### src/rtl/core/rbb_pkg.sv
// Shared constants for the RGB box blur block.
`default_nettype none

package rbb_pkg;

    localparam int PIX_W      = 8;
    localparam int RGB_W      = 3 * PIX_W;
    localparam int FILTER_W   = 3;
    localparam int IWIDTH_W   = 11;
    localparam int IHEIGHT_W  = 13;
    localparam int CFG_IDX_W  = 2;
    localparam int CFG_DATA_W = 13;
    localparam int MAX_HEIGHT = 4096;
    localparam int HGT_W      = 13;

    localparam logic [CFG_IDX_W-1:0] CFG_FILTER = 2'd0;
    localparam logic [CFG_IDX_W-1:0] CFG_WIDTH  = 2'd1;
    localparam logic [CFG_IDX_W-1:0] CFG_HEIGHT = 2'd2;

    localparam logic FUNC_PIXEL = 1'b0;
    localparam logic FUNC_FLUSH = 1'b1;

endpackage

`default_nettype wire

### src/rtl/core/rbb_divider.sv
// Three-lane restoring divider sharing one divisor and one step counter.
`default_nettype none

module rbb_divider #(
    parameter int SW  = 14,
    parameter int DVW = 6
) (
    input  wire logic                      clk,
    input  wire logic                      rst_n,
    input  wire logic                      start,
    input  wire logic [SW-1:0]             dividend_r,
    input  wire logic [SW-1:0]             dividend_g,
    input  wire logic [SW-1:0]             dividend_b,
    input  wire logic [DVW-1:0]            divisor,
    output logic                           done,
    output logic      [rbb_pkg::PIX_W-1:0] quot_r,
    output logic      [rbb_pkg::PIX_W-1:0] quot_g,
    output logic      [rbb_pkg::PIX_W-1:0] quot_b
);
    import rbb_pkg::*;

    localparam int CW = $clog2(SW + 1);

    logic [CW-1:0]  cnt_reg, cnt_next;
    logic           done_reg, done_next;
    logic [SW-1:0]  quo_reg  [3];
    logic [SW-1:0]  quo_next [3];
    logic [DVW-1:0] rem_reg  [3];
    logic [DVW-1:0] rem_next [3];
    logic [DVW:0]   trial    [3];
    logic [SW-1:0]  dvd      [3];

    assign dvd[0] = dividend_r;
    assign dvd[1] = dividend_g;
    assign dvd[2] = dividend_b;

    always_comb
    begin
        cnt_next  = cnt_reg;
        done_next = 1'b0;
        for (int i = 0; i < 3; i++)
        begin
            quo_next[i] = quo_reg[i];
            rem_next[i] = rem_reg[i];
            trial[i]    = {rem_reg[i], quo_reg[i][SW-1]};
        end
        if (start)
        begin
            cnt_next = CW'(SW);
            for (int i = 0; i < 3; i++)
            begin
                quo_next[i] = dvd[i];
                rem_next[i] = '0;
            end
        end
        else if (cnt_reg != '0)
        begin
            cnt_next = cnt_reg - 1'b1;
            if (cnt_reg == CW'(1))
            begin
                done_next = 1'b1;
            end
            for (int i = 0; i < 3; i++)
            begin
                if (trial[i] >= {1'b0, divisor})
                begin
                    rem_next[i] = DVW'(trial[i] - {1'b0, divisor});
                    quo_next[i] = {quo_reg[i][SW-2:0], 1'b1};
                end
                else
                begin
                    rem_next[i] = trial[i][DVW-1:0];
                    quo_next[i] = {quo_reg[i][SW-2:0], 1'b0};
                end
            end
        end
    end

    always_ff @(posedge clk or negedge rst_n)
    begin
        if (!rst_n)
        begin
            cnt_reg  <= '0;
            done_reg <= 1'b0;
        end
        else
        begin
            cnt_reg  <= cnt_next;
            done_reg <= done_next;
        end
    end

    always_ff @(posedge clk)
    begin
        for (int i = 0; i < 3; i++)
        begin
            quo_reg[i] <= quo_next[i];
            rem_reg[i] <= rem_next[i];
        end
    end

    assign done   = done_reg;
    assign quot_r = quo_reg[0][PIX_W-1:0];
    assign quot_g = quo_reg[1][PIX_W-1:0];
    assign quot_b = quo_reg[2][PIX_W-1:0];

endmodule

`default_nettype wire

### config.mk
export PLATFORM = sky130hd
export DESIGN_NAME = rbb_divider
export DESIGN_NICKNAME = d
export VERILOG_FILES = /design/src/rtl/core/rbb_pkg.sv /design/src/rtl/core/rbb_divider.sv
export SDC_FILE = /design/constraint.sdc
export NUM_CORES = 1
export LEC_CHECK = 0
export BUFFER_PORTS_ARGS = -buffer_cell sky130_fd_sc_hd__buf_2
export CAP_MARGIN = 5
export CORE_MARGIN = 5
export CORE_UTILIZATION = 57
export CTS_BUF_LIST = sky130_fd_sc_hd__clkbuf_8
export DETAILED_ROUTE_END_ITERATION = 7
export PLACE_DENSITY_LB_ADDON = 0.08
export SLEW_MARGIN = 20
export SYNTH_ARGS = -nofsm -noshare
export SYNTH_HDL_FRONTEND = slang
export SYNTH_SLANG_ARGS = --single-unit
### constraint.sdc
create_clock -name clk -period 3.2 [get_ports clk]
set_clock_uncertainty 0.05 [all_clocks]
set_input_delay 0 -clock clk [delete_from_list [all_inputs] [get_ports clk]]
set_output_delay 0 -clock clk [all_outputs]
set_load 0.03 [all_outputs]
# --- Word-level counts from Yosys, hierarchy flattened ---
# Memory sizes are Yosys's and may differ from the RTL's.
# Cells that the tools add are included.
word_totals:
  register_bits: 5
  ramBits: 60
  input_bits: 51
  output_inout_bits: 25
  elab_cells: 29
  memories: 2
mem_list:
  columns: ["memory", "depth", "word_bits", "read_ports", "rd_clocked_by_memory_dff", "write_ports", "line", "rtl"]
  rows:
  - ["quo_reg", 3, 14, 3, 0, 3, "rbb_divider.sv:26", "logic [SW-1:0] quo_reg [3];"]
  - ["rem_reg", 3, 6, 3, 0, 3, "rbb_divider.sv:28", "logic [DVW-1:0] rem_reg [3];"]
classes:
  addsub: 4
  n_lt_le_gt_ge: 3
  eq_ne: 1
  n_mux: 15
  n_reduce_logical: 2
ops:
  columns: ["op", "n"]
  rows:
  - ["2-to-1 mux 42 bit", 2]
  - ["2-to-1 mux 18 bit", 2]
  - ["greater-or-equal comparator 7 x 6 -> 1 bit", 3]
  - ["2-to-1 mux 6 bit", 3]
  - ["subtractor 6 bit", 3]
  - ["2-to-1 mux 4 bit", 2]
  - ["2-to-1 mux 1 bit", 6]
  - ["== test 4 x 1 -> 1 bit, second input constant", 1]
  - ["nonzero test 4 bit", 1]
  - ["subtractor 4 x 1 -> 4 bit, second input constant", 1]
  - ["nonzero test 2 bit", 1]

# --- Longest topological paths before layout ---
logic_depth:
  depth_word: 4
  ltp_mapped: 9
  mapped_depth_nobuf: 9

# --- Least setup slack after synthesis ---
# Ideal clock, no wire load.
synth_path:
  path_type: "reg-to-reg"
  startpoint: "reg, netlist name cnt_reg[0]"
  endpoint: "mem quo_reg[0][0], enable pin"
  setup_ns: 0.549
  arrival_time_ns: 1.941
  t_required_ns: 2.601
  slack_ns: 0.660
  stages_incl_launch_ff: 7
  path_buffers: 1
  synth_period_minus_slack_ns: 2.540
  cell_sequence: "dfrtp_1 > inv_1 > ha_1 > inv_1 > nor3_1 > buf_2 > nand2b_1"
synth_lines:
  columns: ["item", "line"]
  rows:
  - ["end: declaration", "rbb_divider.sv:26"]

==> out/results.tsv <==
metric	value	unit
Sw Share	34.65	%
worst slew pin tran	1015	ps
layout cell share with drive strength beyond 1	33.26	%
PortBufs	75	
Post-CTS Setup Inserts	0	
final worst path period share	69.08	%
drt total wl	8304	um
Via density	5.430	
Reg clk slew, reported paths	70	ps
syn_nets	410	
Cells after Synth	336	
Hold Worst Slack	178.3	ps
# fillers	477	
CTS Buffer Depth	2	
Min Clock Period, post-route	2210	ps
ant diodes	0	
Clock Power Share	24.3	%
Critical Path Sink Type	register	
Crit Path Class	register to register	
crit path max fanout	42	
via count	2802	
P_sw	1.095	mW
GPL Wtd Cong	0.7756	
area delta synth->final	23.52	%
cell breakdown of the critical path	inv_1 -> ha_1 -> inv_1 -> nor3_1 -> nand2b_2	
post-synth cell types	43	
drt first pass iters	4	
setup_tns	0	ps
async set or reset register ratio after synthesis	7.692	%
critical path's top delay family	simple AND/OR/NAND/NOR gates	
dpl hpwl	5007	um
clk_lat worst skew	340	ps
syn avg cell area	11.53	um^2
LEAKAGE	2.109	nW
Mapped Area	3872	um^2
Critical Path AT	2030	ps
initial antenna violation count	0	
clk sinks	65	
Critical Path RT	3020	ps
Antenna Nets Post-Route	0	
status	finished, final reports clean	
largest cells by area after synthesis	edfxtp_1 33%, mux2_2 12%, dfxtp_1 9.3%, ha_1 6.5%, buf_4 4.7%	
Initial Util	57.64	%
setup violators final	0	
DIE HEIGHT	92.43	um
wire per inst	16.09	um
CTS Root Cell	clkbuf_8	
Total GRT Usage	20.00	%
number of slew-limit violations in the final report	0	
core area	6719	um^2
fin nets	505	
Starting DRT DRC Count	174	
Hold Violations, Final	0	
post-synth top area cell	edfxtp_1	
Worst path slowest cell	nand2b_2	
PwrDens	660.7	nW/um^2
first-pass GRT wire length	13380	um
top cell type's share of synthesized area	32.57	%
htree depth	3	
combinational group share of total power	38.3	%
P_int	2.065	mW
flops & latches, synth	65	
DRC Markers	0	
CTS tree	built	
max reg flops	42	
FF/Latch Area	1747	um^2
EDFF count, synth	42	
Synth Warn #	0	
vias in the first global route	2779	
Peak Freq	452.4	MHz
class of the worst hold path	input pin to register	
Worst VDD drop	0.0004614	V
Crit path top cell by count	inv_1	
Multi-input gate area	1813	um^2
RSZ-0062 raised after global routing	false	
MaxCap Viol Count	0	
Synth Flop Type	edfxtp_1	
# rows	30	
sequential-to-total area share from yosys stat	45.11	%
Slew headroom	32.33	%
grt ovf	0	
chip width	92.43	um
I/O pin count	76	
Worst setup SP type	register	
die area	8542	um^2
Sequential Power Share	37.3	%
WP buf/inv	2	
largest net degree at the start of global routing	74	
CTS buffer count	9	
Slowest Stage Delay on Critical Path	600	ps
-- power groups by stage --
stage               logic (mW)  clock network (mW)  registers, mW
floorplan                 1.01                   0           1.16
global placement          1.13                   0           1.19
detailed placement        1.16                   0           1.19
CTS                       1.21               0.780           1.17
global route              1.32               0.829           1.20
finish                    1.21               0.770           1.18
-- Yosys cell counts, drive strengths merged (2+ instances only) --
library cell / count
nand3: 4
xnor2: 7
xor2: 3
nor2: 24
fa: 3
nand3b: 4
nor2b: 3
or3: 2
a21o: 5
a21oi: 19
mux2i: 14
nand4b: 3
edfxtp: 42
a211o: 2
nor4: 2
clkbuf: 2
nor3: 8
a211oi: 14
nand2b: 5
and2b: 2
o21ai: 10
a221oi: 2
buf: 35
inv: 20
nand2: 6
a41oi: 3
dfrtp: 5
ha: 20
mux2: 41
or4: 4
dfxtp: 18
-- per-stage QoR --
step	setup WS (ps)	utilization (%)	total power, mW	area [um^2]	cells
3_5_place_dp	977.6	61.38	2.346	4124	456
6_report	989.5	71.19	3.160	4783	516
3_3_place_gp	1027	61.38	2.322	4124	456
2_1_floorplan	660.4	-	2.176	3872	336
4_1_cts	960.9	71.17	3.164	4782	516
5_1_grt	686.2	71.19	3.349	4783	516
-- cells by family (layout without fill, tap and decap cells) --
group                      count (synthesis)  in the layout  synth area share (%)
adders and majority gates                 23             23                 8.013
muxes                                     55             55                 15.54
DFF                                       65             65                 45.11
buffers and inverters                     57            157                 8.174
xor gates and xnor gates                  10             10                 2.262
AOI/OAI and AO/OA                         57             57                 11.54
and+or+nand+nor                           69             69                 9.370
-- worst min-delay path, delay by kind of cell --
family          cells  cell delay [ps]
fa+ha+maj           1              160
compound gates      1               60
mux                 1              150
buf+inv             1              150
-- placed cells by master (no fill, tap or decap), drive strengths merged, types with 9 or more instances in the layout --
| cell | synthesis | routed |
|---|---|---|
| a211oi | 14 | 14 |
| edfxtp | 42 | 42 |
| nor2 | 24 | 24 |
| mux2 | 41 | 41 |
| dlygate4sd3 | 0 | 44 |
| dfxtp | 18 | 18 |
| o21ai | 10 | 10 |
| a21oi | 19 | 19 |
| buf | 35 | 77 |
| mux2i | 14 | 14 |
| clkbuf | 2 | 9 |
| ha | 20 | 20 |
| inv | 20 | 23 |
-- area by class of cell --
type                            instances  area share [%]
Multi-Input combinational cell        214           37.90
Tap cell                               80           2.093
Sequential cell                        65           36.52
Inverter                               20           1.569
Clock buffer                            9           2.590
Clock inverter                          7           1.962
Timing Repair Buffer                  121           17.37
-- final timing paths --
path                           startpoint        endpoint  slack, ps  cells after the start
min                            divisor[0]   rem_reg[0][0]        180                      4
min in group asynchronous           rst_n      cnt_reg[2]        500                      3
max reg2reg                    cnt_reg[0]  quo_reg[0][38]        990                      5
max in group asynchronous           rst_n      cnt_reg[1]       2420                      3
min reg2reg                rem_reg[0][11]  rem_reg[0][11]        450                      2
max                            cnt_reg[0]  quo_reg[0][38]        990                      5
-- timing repair --
| action | 4_1_cts | 5_1_grt |
|---|---|---|
| hold buffers | 44 | 0 |
| resized for setup | 0 | 0 |
| endpoints found under the hold margin | 47 | 0 |
-- routing by layer --
layer	wire length, um	vias up	GRT usage, %
met1	3505	1328	25.45
met2	4267	67	33.35
li1	-	1399	-
met5	0	-	0
met4	110	0	7.178
met3	420	8	4.549
Note: power is estimated with default switching activity, not from simulation.
